$ cat config.mk
export PLATFORM = sky130hd
export DESIGN_NAME = stx_etx_frame_receiver_unit_flat
export DESIGN_NICKNAME = d
export VERILOG_FILES = /design/src/rtl/core/sefr_pkg.sv /design/src/rtl/core/sefr_stream_if.sv /design/src/rtl/core/sefr_cfg_regs.sv /design/src/rtl/core/sefr_parser.sv /design/src/rtl/core/stx_etx_frame_receiver_unit.sv /design/src/flat_wrapper.sv
export SDC_FILE = /design/constraint.sdc
export NUM_CORES = 1
export LEC_CHECK = 0
export BUFFER_PORTS_ARGS = -buffer_cell sky130_fd_sc_hd__buf_2
export CAP_MARGIN = 10
export CORE_ASPECT_RATIO = 1.1
export CORE_MARGIN = 2
export CORE_UTILIZATION = 50
export DETAILED_ROUTE_END_ITERATION = 10
export HOLD_SLACK_MARGIN = 0.12
export PLACE_DENSITY_LB_ADDON = 0.12
export SYNTH_ARGS = -nofsm -noshare
export SYNTH_HDL_FRONTEND = slang
export SYNTH_SLANG_ARGS = --single-unit
$ cat constraint.sdc
create_clock -name clk -period 7.67 [get_ports clk]
set_clock_uncertainty 0.05 [all_clocks]
set_input_delay 0.3835 -clock clk [delete_from_list [all_inputs] [get_ports clk]]
set_output_delay 0.3835 -clock clk [all_outputs]
set_load 0.01 [all_outputs]
$ cat src/rtl/core/sefr_pkg.sv
// Shared types and constants for the STX/ETX frame receiver.
// No dependencies; every other file of the block imports this package.
`timescale 1ns / 1ps
`default_nettype none

package sefr_pkg;

	localparam int unsigned BYTE_W    = 8;
	localparam int unsigned STATUS_W  = 3;
	localparam int unsigned CFG_IDX_W = 2;

	// Configuration register indexes
	localparam logic [CFG_IDX_W-1:0] CFG_START_BYTE = 2'd0;
	localparam logic [CFG_IDX_W-1:0] CFG_END_BYTE   = 2'd1;
	localparam logic [CFG_IDX_W-1:0] CFG_STATION_ID = 2'd2;

	localparam logic [BYTE_W-1:0] START_BYTE_RST = 8'h02;
	localparam logic [BYTE_W-1:0] END_BYTE_RST   = 8'h03;
	localparam logic [BYTE_W-1:0] STATION_ID_RST = 8'h00;

	// Request commands
	localparam logic CMD_BYTE    = 1'b0;
	localparam logic CMD_RELEASE = 1'b1;

	// Result status codes
	localparam logic [STATUS_W-1:0] ST_IDLE     = 3'd0;
	localparam logic [STATUS_W-1:0] ST_HEADER   = 3'd1;
	localparam logic [STATUS_W-1:0] ST_PAYLOAD  = 3'd2;
	localparam logic [STATUS_W-1:0] ST_COMPLETE = 3'd3;
	localparam logic [STATUS_W-1:0] ST_ERROR    = 3'd4;
	localparam logic [STATUS_W-1:0] ST_BUSY     = 3'd5;

	// Accepted command letters
	localparam logic [BYTE_W-1:0] LETTER_S = 8'h53;
	localparam logic [BYTE_W-1:0] LETTER_T = 8'h54;
	localparam logic [BYTE_W-1:0] LETTER_M = 8'h4D;
	localparam logic [BYTE_W-1:0] LETTER_O = 8'h4F;

	typedef struct packed {
		logic [BYTE_W-1:0] start_byte;
		logic [BYTE_W-1:0] end_byte;
		logic [BYTE_W-1:0] station_id;
	} cfg_t;

	typedef struct packed {
		logic              cmd;
		logic [BYTE_W-1:0] rx_byte;
	} in_item_t;

	typedef struct packed {
		logic [STATUS_W-1:0] status;
		logic [BYTE_W-1:0]   payload_byte;
		logic [BYTE_W-1:0]   payload_index;
		logic [BYTE_W-1:0]   frame_command;
		logic [BYTE_W-1:0]   frame_length;
		logic [BYTE_W-1:0]   check_computed;
		logic [BYTE_W-1:0]   check_received;
	} out_item_t;

endpackage

`default_nettype wire

$ cat src/rtl/core/sefr_stream_if.sv
// Valid/ready stream channel with a typed payload.
// Depends on sefr_pkg for the default payload type.
`timescale 1ns / 1ps
`default_nettype none

interface sefr_stream_if
	import sefr_pkg::*;
	#(parameter type payload_t = in_item_t);

	logic     valid;
	logic     ready;
	payload_t payload;

	modport source (output valid, output payload, input ready);
	modport sink   (input valid, input payload, output ready);

endinterface

`default_nettype wire

$ cat src/rtl/core/sefr_cfg_regs.sv
// Configuration registers of the frame receiver: start, end and station bytes.
// Depends on sefr_pkg.
`timescale 1ns / 1ps
`default_nettype none

module sefr_cfg_regs
	import sefr_pkg::*;
(
	input  wire logic                 clk,
	input  wire logic                 arst_n,
	input  wire logic                 cfg_we,
	input  wire logic [CFG_IDX_W-1:0] cfg_index,
	input  wire logic [BYTE_W-1:0]    cfg_data,
	output      cfg_t                 cfg
);

	cfg_t cfg_q;

	always_ff @(posedge clk or negedge arst_n) begin
		if (!arst_n) begin
			cfg_q.start_byte <= START_BYTE_RST;
			cfg_q.end_byte   <= END_BYTE_RST;
			cfg_q.station_id <= STATION_ID_RST;
		end else if (cfg_we) begin
			unique case (cfg_index)
				CFG_START_BYTE: cfg_q.start_byte <= cfg_data;
				CFG_END_BYTE:   cfg_q.end_byte   <= cfg_data;
				CFG_STATION_ID: cfg_q.station_id <= cfg_data;
				default: ; // drop writes to unused indexes
			endcase
		end
	end

	assign cfg = cfg_q;

endmodule

`default_nettype wire

$ cat src/rtl/core/sefr_parser.sv
// Frame parser: phase and frame state registers plus the per-request update.
// Depends on sefr_pkg. The result is combinational from the current request.
`timescale 1ns / 1ps
`default_nettype none

module sefr_parser
	import sefr_pkg::*;
(
	input  wire logic      clk,
	input  wire logic      arst_n,
	input  wire cfg_t      cfg,
	input  wire logic      advance,
	input  wire in_item_t  item,
	output      out_item_t result
);

	localparam logic [2:0] PH_START = 3'd0;
	localparam logic [2:0] PH_ID    = 3'd1;
	localparam logic [2:0] PH_LEN   = 3'd2;
	localparam logic [2:0] PH_CMD   = 3'd3;
	localparam logic [2:0] PH_DATA  = 3'd4;
	localparam logic [2:0] PH_CHECK = 3'd5;
	localparam logic [2:0] PH_END   = 3'd6;

	logic [2:0]        phase_q,  phase_d;
	logic              held_q,   held_d;
	logic [BYTE_W-1:0] len_q,    len_d;
	logic [BYTE_W-1:0] cnt_q,    cnt_d;
	logic [BYTE_W-1:0] letter_q, letter_d;
	logic [BYTE_W-1:0] chk_q,    chk_d;
	logic [BYTE_W-1:0] cap_q,    cap_d;

	logic [STATUS_W-1:0] status;
	logic [BYTE_W-1:0]   pbyte;
	logic [BYTE_W-1:0]   pidx;
	logic                err;
	logic                letter_ok;
	logic [BYTE_W-1:0]   b;

	assign b = item.rx_byte;
	assign letter_ok = (b == LETTER_S) || (b == LETTER_T) ||
	                   (b == LETTER_M) || (b == LETTER_O);

	always_comb begin
		phase_d  = phase_q;
		held_d   = held_q;
		len_d    = len_q;
		cnt_d    = cnt_q;
		letter_d = letter_q;
		chk_d    = chk_q;
		cap_d    = cap_q;
		status   = ST_HEADER;
		pbyte    = '0;
		pidx     = '0;
		err      = 1'b0;

		if (item.cmd == CMD_RELEASE) begin
			phase_d  = PH_START;
			held_d   = 1'b0;
			len_d    = '0;
			cnt_d    = '0;
			letter_d = '0;
			chk_d    = '0;
			cap_d    = '0;
			status   = ST_IDLE;
		end else if (held_q) begin
			status = ST_BUSY;
		end else begin
			unique case (phase_q)
				PH_ID: begin
					if (b == cfg.station_id) phase_d = PH_LEN;
					else                     err = 1'b1;
				end
				PH_LEN: begin
					len_d   = b;
					cnt_d   = '0;
					chk_d   = '0;
					phase_d = PH_CMD;
				end
				PH_CMD: begin
					if (letter_ok) begin
						letter_d = b;
						chk_d    = chk_q ^ b;
						phase_d  = (len_q == '0) ? PH_CHECK : PH_DATA;
					end else begin
						err = 1'b1;
					end
				end
				PH_DATA: begin
					status  = ST_PAYLOAD;
					pbyte   = b;
					pidx    = cnt_q;
					chk_d   = chk_q ^ b;
					cnt_d   = cnt_q + 8'd1;
					if (cnt_d >= len_q) phase_d = PH_CHECK;
				end
				PH_CHECK: begin
					cap_d   = b;
					phase_d = PH_END;
				end
				PH_END: begin
					if (b == cfg.end_byte) begin
						held_d  = 1'b1;
						phase_d = PH_START;
						status  = ST_COMPLETE;
					end else begin
						err = 1'b1;
					end
				end
				default: begin
					// waiting for start, also the unused phase code
					if (b == cfg.start_byte) phase_d = PH_ID;
					else                     err = 1'b1;
				end
			endcase

			if (err) begin
				phase_d  = PH_START;
				held_d   = 1'b0;
				len_d    = '0;
				cnt_d    = '0;
				letter_d = '0;
				chk_d    = '0;
				cap_d    = '0;
				status   = ST_ERROR;
				pbyte    = '0;
				pidx     = '0;
			end
		end
	end

	always_ff @(posedge clk or negedge arst_n) begin
		if (!arst_n) begin
			phase_q  <= PH_START;
			held_q   <= 1'b0;
			len_q    <= '0;
			cnt_q    <= '0;
			letter_q <= '0;
			chk_q    <= '0;
			cap_q    <= '0;
		end else if (advance) begin
			phase_q  <= phase_d;
			held_q   <= held_d;
			len_q    <= len_d;
			cnt_q    <= cnt_d;
			letter_q <= letter_d;
			chk_q    <= chk_d;
			cap_q    <= cap_d;
		end
	end

	assign result.status         = status;
	assign result.payload_byte   = pbyte;
	assign result.payload_index  = pidx;
	assign result.frame_command  = letter_d;
	assign result.frame_length   = len_d;
	assign result.check_computed = chk_d;
	assign result.check_received = cap_d;

endmodule

`default_nettype wire

$ cat src/rtl/core/stx_etx_frame_receiver_unit.sv
// STX/ETX frame receiver, top level: input register, parser, result register.
// Throughput: one request per cycle while the result side takes its results;
// the parser state update is a single byte-wide step.
// Reset (arst_n low, asynchronous): parser waits for start, no frame held, both stages
// empty, registers return to start 0x02, end 0x03, station 0x00.
`timescale 1ns / 1ps
`default_nettype none

module stx_etx_frame_receiver_unit
	import sefr_pkg::*;
(
	input  wire logic                 clk,
	input  wire logic                 arst_n,
	sefr_stream_if.sink               rx,
	sefr_stream_if.source             res,
	input  wire logic                 cfg_we,
	input  wire logic [CFG_IDX_W-1:0] cfg_index,
	input  wire logic [BYTE_W-1:0]    cfg_data
);

	cfg_t      cfg;
	in_item_t  item_s1;
	logic      valid_s1;
	out_item_t result;
	out_item_t item_s2;
	logic      valid_s2;
	logic      advance;

	// Configuration registers; the user writes them only while the block is idle (not enforced).
	sefr_cfg_regs u_cfg (
		.clk       (clk),
		.arst_n    (arst_n),
		.cfg_we    (cfg_we),
		.cfg_index (cfg_index),
		.cfg_data  (cfg_data),
		.cfg       (cfg)
	);

	// Advance the request in stage 1 into the result register whenever that
	// register is empty or its result is being taken this cycle.
	assign advance  = valid_s1 && (!valid_s2 || res.ready);
	// Take a new request whenever stage 1 is empty or moving on, so a request
	// still lands while a finished result waits downstream.
	assign rx.ready = !valid_s1 || advance;

	always_ff @(posedge clk or negedge arst_n) begin
		if (!arst_n) begin
			valid_s1 <= 1'b0;
		end else if (rx.valid && rx.ready) begin
			valid_s1 <= 1'b1;
		end else if (advance) begin
			valid_s1 <= 1'b0;
		end
	end

	// Payload register: hold while stalled, load on accept.
	always_ff @(posedge clk) begin
		if (rx.valid && rx.ready) begin
			item_s1 <= rx.payload;
		end
	end

	// Parser state commits only when the request advances, so each request
	// updates the frame state exactly once.
	sefr_parser u_parser (
		.clk     (clk),
		.arst_n  (arst_n),
		.cfg     (cfg),
		.advance (advance),
		.item    (item_s1),
		.result  (result)
	);

	always_ff @(posedge clk or negedge arst_n) begin
		if (!arst_n) begin
			valid_s2 <= 1'b0;
		end else if (advance) begin
			valid_s2 <= 1'b1;
		end else if (res.ready) begin
			valid_s2 <= 1'b0;
		end
	end

	// Result register: hold until taken.
	always_ff @(posedge clk) begin
		if (advance) begin
			item_s2 <= result;
		end
	end

	assign res.valid   = valid_s2;
	assign res.payload = item_s2;

endmodule

`default_nettype wire

$ cat src/flat_wrapper.sv
// flat-port wrapper written by rule: the top's interface ports become plain ports
module stx_etx_frame_receiver_unit_flat import sefr_pkg::*;
  (clk, arst_n, cfg_we, cfg_index, cfg_data, rx_valid, rx_payload, rx_ready, res_valid, res_payload, res_ready);
  sefr_stream_if #(.payload_t(in_item_t)) rx_i ();
  sefr_stream_if #(.payload_t(out_item_t)) res_i ();
  input  wire logic clk;
  input  wire logic arst_n;
  input  wire logic cfg_we;
  input  wire logic [CFG_IDX_W-1:0] cfg_index;
  input  wire logic [BYTE_W-1:0] cfg_data;
  input wire logic [$bits(rx_i.valid)-1:0] rx_valid;
  input wire logic [$bits(rx_i.payload)-1:0] rx_payload;
  output wire logic [$bits(rx_i.ready)-1:0] rx_ready;
  output wire logic [$bits(res_i.valid)-1:0] res_valid;
  output wire logic [$bits(res_i.payload)-1:0] res_payload;
  input wire logic [$bits(res_i.ready)-1:0] res_ready;
  assign rx_i.valid = rx_valid;
  assign rx_i.payload = rx_payload;
  assign rx_ready = rx_i.ready;
  assign res_valid = res_i.valid;
  assign res_payload = res_i.payload;
  assign res_i.ready = res_ready;
  stx_etx_frame_receiver_unit u_core (.clk(clk), .arst_n(arst_n), .rx(rx_i), .res(res_i), .cfg_we(cfg_we), .cfg_index(cfg_index), .cfg_data(cfg_data));
endmodule
Yosys cells after proc, flatten, opt, wreduce, memory -nomap -nowiden --
Cells that the tools add are included.
Operators by class: div/mod/pow operators 0, bitwise operators 2, multiplexer cells 52, shift-type cells 0, add/subtract/negate cells 1, equal/unequal tests 20, multiply operators 0, $lt $le $gt $ge 1, reduce and logical (&&, ||, !) cells 23
Operators by type and width (number):
- 8-bit two-way mux | 20
- 8-bit by 7-bit equality test with 1-bit output, second input constant | 4
- 3-bit two-way mux | 10
- 8-bit equality test | 3
- 8-bit case mux with 3 select lines | 1
- 3-bit case mux with 6 select lines | 1
- 1-bit two-way mux | 16
- 4-bit by 3-bit != test with 1-bit output, second input constant | 4
- 8-bit case mux with 2 select lines | 1
- 3-bit equality test, second input constant | 3
- 9-bit nonzero test | 1
- 8-bit by 1-bit adder with 8-bit output, second input constant | 1
- 8-bit greater-or-equal comparator | 1
- 8-bit logical NOT | 1
- 8-bit bitwise XOR | 1
- 7-bit AND reduction | 1
- 3-bit by 2-bit equality test with 1-bit output, second input constant | 2
- 2-bit AND reduction | 3
- 3-bit OR reduction | 2
- 1-bit logical OR | 5
- 1-bit case mux with 4 select lines | 1
- 2-bit case mux with 2 select lines | 1
- 2-bit nonzero test | 2
- 4-bit nonzero test | 1
- 11 further kinds | 13
Word-level totals: output and inout bits 53, latch bits 0, memories 0, memory bits (writable) 0, flip-flop bits (word level) 130, ROM bits 0

Logic depth before layout (Yosys ltp) --
Gate-level depths: netlist of the first run.
depth in word-level cells 11, mapped depth 10

By module --
Synthesis of the first run repeated with hierarchy kept, for this count alone.
Second synthesis, totals: cells, all modules 521, area, all modules 6318.6 sq um
Modules (own cells, without submodules):
- sefr_parser | cells each 402, area each 3497.1 sq um, times used 1
- stx_etx_frame_receiver_unit | cells each 68, area each 1905.6 sq um, times used 1
- sefr_cfg_regs | cells each 51, area each 915.9 sq um, times used 1

Worst setup path after synthesis of the first run --
OpenSTA, ideal clock, no wires.
path kind register -> register, start reg u_core.valid_s2, in the netlist u_core.res.valid, end reg u_core.item_s2, in the netlist u_core.res.payload[0] (enable), path slack 4791 ps, data arrival time 2393 ps, cell stages (with the launch flop) 5, setup time 435 ps, clock period less this slack 2879 ps, required time 7185 ps, cells stage by stage dfrtp_1 nand2b_1 nand2_1 inv_2 buf_1
Between the ends: word-level cells in the longest chain between the ends 3
RTL lines:
- start, declared | RTL line stx_etx_frame_receiver_unit.sv:26 | logic valid_s2;
- start signal, assigned | RTL line stx_etx_frame_receiver_unit.sv:76 | valid_s2 <= 1'b0;
- start signal, assigned | RTL line stx_etx_frame_receiver_unit.sv:78 | valid_s2 <= 1'b1;
- start signal, assigned | RTL line stx_etx_frame_receiver_unit.sv:80 | valid_s2 <= 1'b0;
- 1-bit logical NOT | RTL line stx_etx_frame_receiver_unit.sv:41 | assign advance = valid_s1 && (!valid_s2 || res.ready);
- 1-bit logical OR | RTL line stx_etx_frame_receiver_unit.sv:41
- 1-bit logical AND | RTL line stx_etx_frame_receiver_unit.sv:41
- net u_core.advance | RTL line stx_etx_frame_receiver_unit.sv:27 | logic advance;
- end signal, assigned | RTL line stx_etx_frame_receiver_unit.sv:87 | item_s2 <= result;
- end, declared | RTL line stx_etx_frame_receiver_unit.sv:25 | out_item_t item_s2;
The timed path passes the listed nets, and every way through them passes these cells. A chain may end at the register's enable or synchronous reset.

==> results of run 1 <==
[flip-flops by register name (all words and copies together), names as in the netlist]
register	flops
u_core.res.payload	51
u_core.u_cfg.cfg	24
u_core.item_s1	9
u_core.u_parser.cap_q	8
u_core.u_parser.chk_q	8
u_core.u_parser.cnt_q	8
u_core.u_parser.len_q	8
u_core.u_parser.letter_q	8
u_core.u_parser.phase_q	3
u_core.res.valid	1
u_core.u_parser.held_q	1
u_core.valid_s1	1
[power by group through the flow]
stage | registers (W) | clock network, W | logic [W]
after detailed placement | 0.000855 | 0 | 0.000279
after CTS | 0.000842 | 0.000794 | 0.000284
after global placement | 0.000853 | 0 | 0.000275
after floorplan | 0.000838 | 0 | 0.000207
final | 0.000843 | 0.000785 | 0.000285
after global routing | 0.000849 | 0.000830 | 0.000314
[worst max-delay path, cell delays in order (launching register included)]
cell      delay (ns)
edfxtp_1        0.67
nor4b_1         0.40
nand3_1         0.19
and3b_1         0.27
o41ai_1         0.65
nand3_1         0.65
o21ai_1         0.42
[how the worst max path moves through the flow]
stage / to
6_report: u_core.res.payload[14]$_DFFE_PP_
5_1_grt: u_core.res.payload[11]$_DFFE_PP_
4_1_cts: u_core.res.payload[11]$_DFFE_PP_
3_5_place_dp: u_core.res.payload[11]$_DFFE_PP_
3_3_place_gp: u_core.res.payload[49]$_SDFFCE_PP0P_
2_1_floorplan: u_core.res.payload[0]$_DFFE_PP_
[cells in the mapped netlist, types with 2 or more instances]
cell,n
a22o_1,13
nor2b_1,16
nor4_1,6
nand4_1,5
and3b_1,2
nor3b_1,3
a221o_1,11
o21a_1,3
xor2_1,27
buf_2,5
nand2b_1,6
or3_1,3
a31oi_1,6
nor3_1,8
o21ai_1,4
dfrtp_1,67
and3_1,15
nand2_1,48
inv_1,12
nand3_1,15
buf_6,7
o21ai_0,21
a21oi_1,28
xnor2_1,2
and2_1,3
a21o_1,5
a211oi_1,3
o31ai_4,3
edfxtp_1,60
nor4_2,2
ha_1,9
o31ai_1,2
nor2_1,21
mux2_2,25
dfstp_2,3
nand3b_1,3
a32o_1,21
clkbuf_1,17
[layer usage]
metal	vias to the layer above	wire length (µm)
met1	2323	7010
met4	0	345
met3	26	730
li1	2148	-
met5	-	0
met2	164	7396
[logic make-up after synthesis]
group                      count (synthesis)  synth area share
DFF                                      130            0.5643
xor gates and xnor gates                  29           0.04029
AOI/OAI and AO/OA                        130            0.1596
and+or+nand+nor                          162            0.1372
adders and majority gates                  9           0.01786
buffers and inverters                     44           0.03612
muxes                                     25           0.04466
[cell type report]
| class | instances | area [µm²] | share of cell area |
|---|---|---|---|
| well taps | 157 | 196.4 | 0.02643 |
| multi-input cells | 355 | 2524 | 0.3395 |
| repair buffers | 92 | 525.5 | 0.07070 |
| flip-flops and latches | 130 | 3557 | 0.4785 |
| inverters | 13 | 48.80 | 0.006565 |
| clock inverters | 3 | 17.52 | 0.002357 |
| clock buffers | 29 | 564.3 | 0.07591 |
[through the flow]
| stage | power, W | util |
|---|---|---|
| floorplan | 0.001046 | - |
| global placement | 0.001128 | 0.5409 |
| detailed placement | 0.001134 | 0.5409 |
| CTS | 0.001920 | 0.5955 |
| global route | 0.001993 | 0.5955 |
| finish | 0.001912 | 0.5955 |
[repair_timing]
action                     4_1_cts  5_1_grt
buffers inserted                 0        0
setup endpoints to repair        0        0
hold buffers                    10        0
hold endpoints to repair        10        0
==> out/qor.yml, run 1 <==
global_routing:
  antenna_found_initial: 0
  busiest_layer: "met2"
  grt_util_all_layers: 0.2401
  grt_pass1_vias: 4613
  grt_pass1_wl_um: 25060
  grt.overflow.total: 0
  grt_max_degree: 77
  met1_usage: 0.3300
  grtUsageMet3: 0.05373
  grtUsageMet2: 0.3731
setup_path:
  crit_fanout: 17
  critPathCaptureType: "register"
  cp.required_ns: 7.85
  crit_start: "u_core.item_s1[0]$_DFFE_PP_"
  crit_path_start_kind: "register"
  regToRegEndpoint: "u_core.res.payload[14]$_DFFE_PP_"
  reg2reg_from: "u_core.item_s1[0]$_DFFE_PP_"
  r2r_cells: 6
  cp.arrival_ns: 3.68
  reg2reg_slack_ns: 4.17
  path_class: "reg -> reg"
worst_hold_path:
  hold_class: "in -> async"
power:
  p_int_w: 0.001388
  p_clk_frac: 0.410
  irDropWorstVdd_mv: 0.1436
  power_switching_w: 0.0005239
  power_density_mw_per_mm2: 257.3
  combPwrFrac: 0.149
  seq_power_share: 0.441
  switching_share: 0.2740
  p_leak_nw: 3.138
finish:
  nets: 642
  final_cell_mix: "76 x buf_2, 67 x dfrtp_1, 60 x edfxtp_1, 48 x nand2_1, 28 x a21oi_1"
  stdcell_count: 779
  syn_to_final_growth_pct: 17.92
  final_common_cell: "buf_2"
  antennaDiodeCount: 0
  drive_above_1_share: 0.2444
  post-route-cell-area_mm2: 0.007433
  fillers: 1065
drt:
  ant_nets: 0
  remaining_drc_errors: 0
  viasPerCell: 5.983
  drtPass1Iterations: 4
  drtIter0Drc: 400
  wl_per_cell_um: 19.87
  vias: 4661
  finalWirelength_um: 15480
timing:
  hold_viol: 0
  slew_violations: 0
  max_freq_ghz: 0.2855
  max-slew-margin-rel: 0.1736
  rsz0062_at_grt: "no"
  min_period_ns: 3.503
  setup_ws_ns: 4.167
  max_slew.worst_pin.slew_ns: 1.230
  fin_crit_sh: 0.4567
  hold_slack_ns: 0.1216
  fin_setup_tns_ns: 0
  finalSetupViolCount: 0
synth:
  synth_top_area_share: 0.2858
  yosysSeqAreaShare: 0.5643
  netlist_instances: 529
  synth_nets: 562
  ys_warn_count: 0
  yosysTopAreaCell: "edfxtp_1"
  netlist_area_mm2: 0.006304
  yosysUniqueCellTypes: 57
  avgSynthCellArea_um2: 11.92
  synth-edff-count: 60
  synth_area_leaders: "edfxtp_1 29%, dfrtp_1 27%, mux2_2 4.5%"
  ys_ff_latch: 130
  ys_async_sr_fraction: 0.5385
  synth_ff_type: "dfrtp_1"
placement:
  place_area_mm2: 0.006751
  dp_cells: 737
  dp_slack_ns: 4.262
  portBuffers: 76
  place_congestion: 0.8701
  dp_hpwl_um: 10160
floorplan:
  die_w_um: 111.1
  pin_count: 77
  rows: 43
  dieArea_mm2: 0.01352
  start_util: 0.5050
  die_h_um: 121.8
  core_region_area_mm2: 0.01248
run:
  max-cap-violations: 0
status:
  status: "finished clean"
clock_network:
  cts_tree: "yes"
  cts_inserted_buffers: 17
  clock_path_buffers: 2
  cts_htree_levels: 4
  root_buffer: "clkbuf_16"
  cts_sinks: 130
  cts.clk_slew.worst_paths_ns: 0.06
  worstSkewPairLatency_ns: 0.42
  cts_resized: 0
Power figures use the tool's default switching activity.
==> run 2, diff against run 1 <==
clock period = 3.1 ns   (was 7.67 ns; I/O delays follow)
==> run 2 against run 1 <==
Compared with the run above:
- first-iteration DRC count down 2.3%
- utilization grew 2.4 points
- via count is 3.4% higher
==> out/qor.yml, run 2 (same netlist as run 1, synthesis figures left out) <==
timing:
  rsz0062_at_grt: "no"  # unchanged
  fin_crit_sh: 0.9261  # was 0.4567
  max_slew.worst_pin.slew_ns: 1.175  # was 1.230 ns
  max-slew-margin-rel: 0.2108  # was 0.1736
  slew_violations: 0  # unchanged
  fin_setup_tns_ns: 0  # unchanged
  hold_viol: 0  # unchanged
  min_period_ns: 2.871  # was 3.503 ns
  setup_ws_ns: 0.2290  # was 4.167 ns
  finalSetupViolCount: 0  # unchanged
  max_freq_ghz: 0.3483  # was 0.2855 GHz
power:
  power_density_mw_per_mm2: 638.4  # was 257.3 mW/mm²
  p_int_w: 0.003636  # was 0.001388 W
  p_leak_nw: 3.283  # was 3.138 nW
  p_clk_frac: 0.424  # was 0.410
  switching_share: 0.2629  # was 0.2740
  power_switching_w: 0.001297  # was 0.0005239 W
  combPwrFrac: 0.158  # was 0.149
  irDropWorstVdd_mv: 0.3932  # was 0.1436 mV
  seq_power_share: 0.419  # was 0.441
finish:
  antennaDiodeCount: 0  # unchanged
  nets: 670  # was 642
  fillers: 1013  # was 1065
  largest_reg_flops: 51  # unchanged
  final_cell_mix: "76 x buf_2, 67 x dfrtp_1, 60 x edfxtp_1, 48 x nand2_1, 28 x a21oi_1"  # unchanged
  final_common_cell: "buf_2"  # unchanged
  syn_to_final_growth_pct: 22.59  # was 17.92%
  drive_above_1_share: 0.2646  # was 0.2444
clock_network:
  cts_htree_levels: 4  # unchanged
  worstSkewPairLatency_ns: 0.42  # about the same
  cts_inserted_buffers: 17  # unchanged
  clock_path_buffers: 2  # unchanged
  cts_sinks: 130  # unchanged
  post_cts_buffers: 0  # unchanged
  cts.clk_slew.worst_paths_ns: 0.06  # about the same
  cts_tree: "yes"  # unchanged
  root_buffer: "clkbuf_16"  # unchanged
drt:
  drtIter0Drc: 391  # was 400
  wl_per_cell_um: 19.30  # was 19.87 µm
  finalWirelength_um: 15570  # was 15480 µm
  ant_nets: 0  # unchanged
  remaining_drc_errors: 0  # unchanged
  vias: 4820  # was 4661
  viasPerCell: 5.973  # was 5.983
  drtPass1Iterations: 5  # was 4
global_routing:
  grt_max_degree: 71  # was 77
  grt.overflow.total: 0  # unchanged
  antenna_found_initial: 0  # unchanged
  grt_pass1_wl_um: 25320  # was 25060 µm
  grt_pass1_vias: 4797  # was 4613
  grt_util_all_layers: 0.2417  # was 0.2401
floorplan:
  core_region_area_mm2: 0.01248  # unchanged
  pin_count: 77  # unchanged
  rows: 43  # unchanged
  start_util: 0.5050  # unchanged
  die_w_um: 111.1  # unchanged
  dieArea_mm2: 0.01352  # unchanged
  die_h_um: 121.8  # unchanged
setup_path:
  cp.arrival_ns: 3.10  # was 3.68 ns
  critPathCaptureType: "register"  # unchanged
  crit_path_start_kind: "register"  # unchanged
  crit_fanout: 26  # was 17
  path_class: "reg -> reg"  # unchanged
  cp.required_ns: 3.33  # was 7.85 ns
worst_hold_path:
  hold_class: "in -> async"  # unchanged
run:
  max-cap-violations: 0  # unchanged
placement:
  dp_slack_ns: 0.1282  # was 4.262 ns
  portBuffers: 76  # unchanged
  place_congestion: 0.8620  # was 0.8701
  dp_hpwl_um: 10770  # was 10160 µm
status:
  status: "finished clean"  # unchanged
-- run 2: changes by cell type in the layout (fill, tap and decap cells not counted), sizes merged --
cell         before  now
buf              82   99
dlygate4sd3      10   21
clkinvlp          1    3
clkbuf           29   22
clkinv            2    3
bufinv            0    4
-- run 2: cell type report --
class | instances | area [µm²] | share of cell area
clock inverter | 10 | 156.4 | 0.02024
inverter | 13 | 48.80 | 0.006315
tap | 157 | 196.4 | 0.02542
sequential | 130 | 3557 | 0.4603
clock buffer | 22 | 464.2 | 0.06007
multi-input combinational | 355 | 2529 | 0.3272
timing repair buffer | 120 | 775.7 | 0.1004
-- run 2: timing repair --
item	in CTS	in global routing
hold buffers	21	0
endpoints found under the hold margin	105	0
setup endpoints to repair	0	30
resized for setup	0	1
-- run 2: critical path: stages (launching register included) --
cell	delay [ns]
edfxtp_1	0.62
xor2_1	0.25
nor4_1	0.40
a211oi_1	0.17
o41a_4	0.65
nor2_1	0.37
a221o_1	0.23
-- run 2: stage by stage --
stage          utilization  total power, W  hold slack (ns)  instances  instance area [µm²]
2_1_floorplan            -        0.002587          -0.1906        529                 6304
3_3_place_gp        0.5521        0.002834           0.1641        754                 6892
3_5_place_dp        0.5521        0.002851           0.1668        754                 6892
4_1_cts             0.6187        0.004970           0.2533        807                 7722
5_1_grt             0.6191        0.005138           0.2770        807                 7727
6_report            0.6191        0.004933           0.2519        807                 7727
-- run 2: power groups by stage --
stage / Clock, W / Sequential (W) / Combinational, W
floorplan: 0 / 0.00207 / 0.000513
global placement: 0 / 0.00209 / 0.000740
detailed placement: 0 / 0.00210 / 0.000753
CTS: 0.00213 / 0.00207 / 0.000777
global route: 0.00220 / 0.00208 / 0.000853
finish: 0.00209 / 0.00207 / 0.000778
-- run 2: metal layers --
layer,part of all wire,vias to the layer above,global-route usage
li1,-,2216,-
met4,0.026,0,0.1019
met1,0.42,2383,0.3087
met5,0,-,0
met2,0.50,195,0.4091
met3,0.053,26,0.04627
-- run 2: final timing paths --
| check | startpoint | end | slack [ns] | depth (start not counted) |
|---|---|---|---|---|
| max in group asynchronous | arst_n | u_core.u_cfg.cfg[8]$_DFFE_PN1P_ | 2.41 | 3 |
| worst min register to register | u_core.u_parser.letter_q[5]$_DFFE_PN0P_ | u_core.u_parser.letter_q[5]$_DFFE_PN0P_ | 0.44 | 1 |
| worst max register to register | u_core.item_s1[1]$_DFFE_PP_ | u_core.res.payload[24]$_DFFE_PP_ | 0.23 | 6 |
| worst min-delay path | arst_n | u_core.u_cfg.cfg[18]$_DFFE_PN0P_ | 0.25 | 3 |
| min in group clk | cfg_index[0] | u_core.u_cfg.cfg[17]$_DFFE_PN1P_ | 0.27 | 4 |
| worst max-delay path | u_core.item_s1[1]$_DFFE_PP_ | u_core.res.payload[24]$_DFFE_PP_ | 0.23 | 6 |
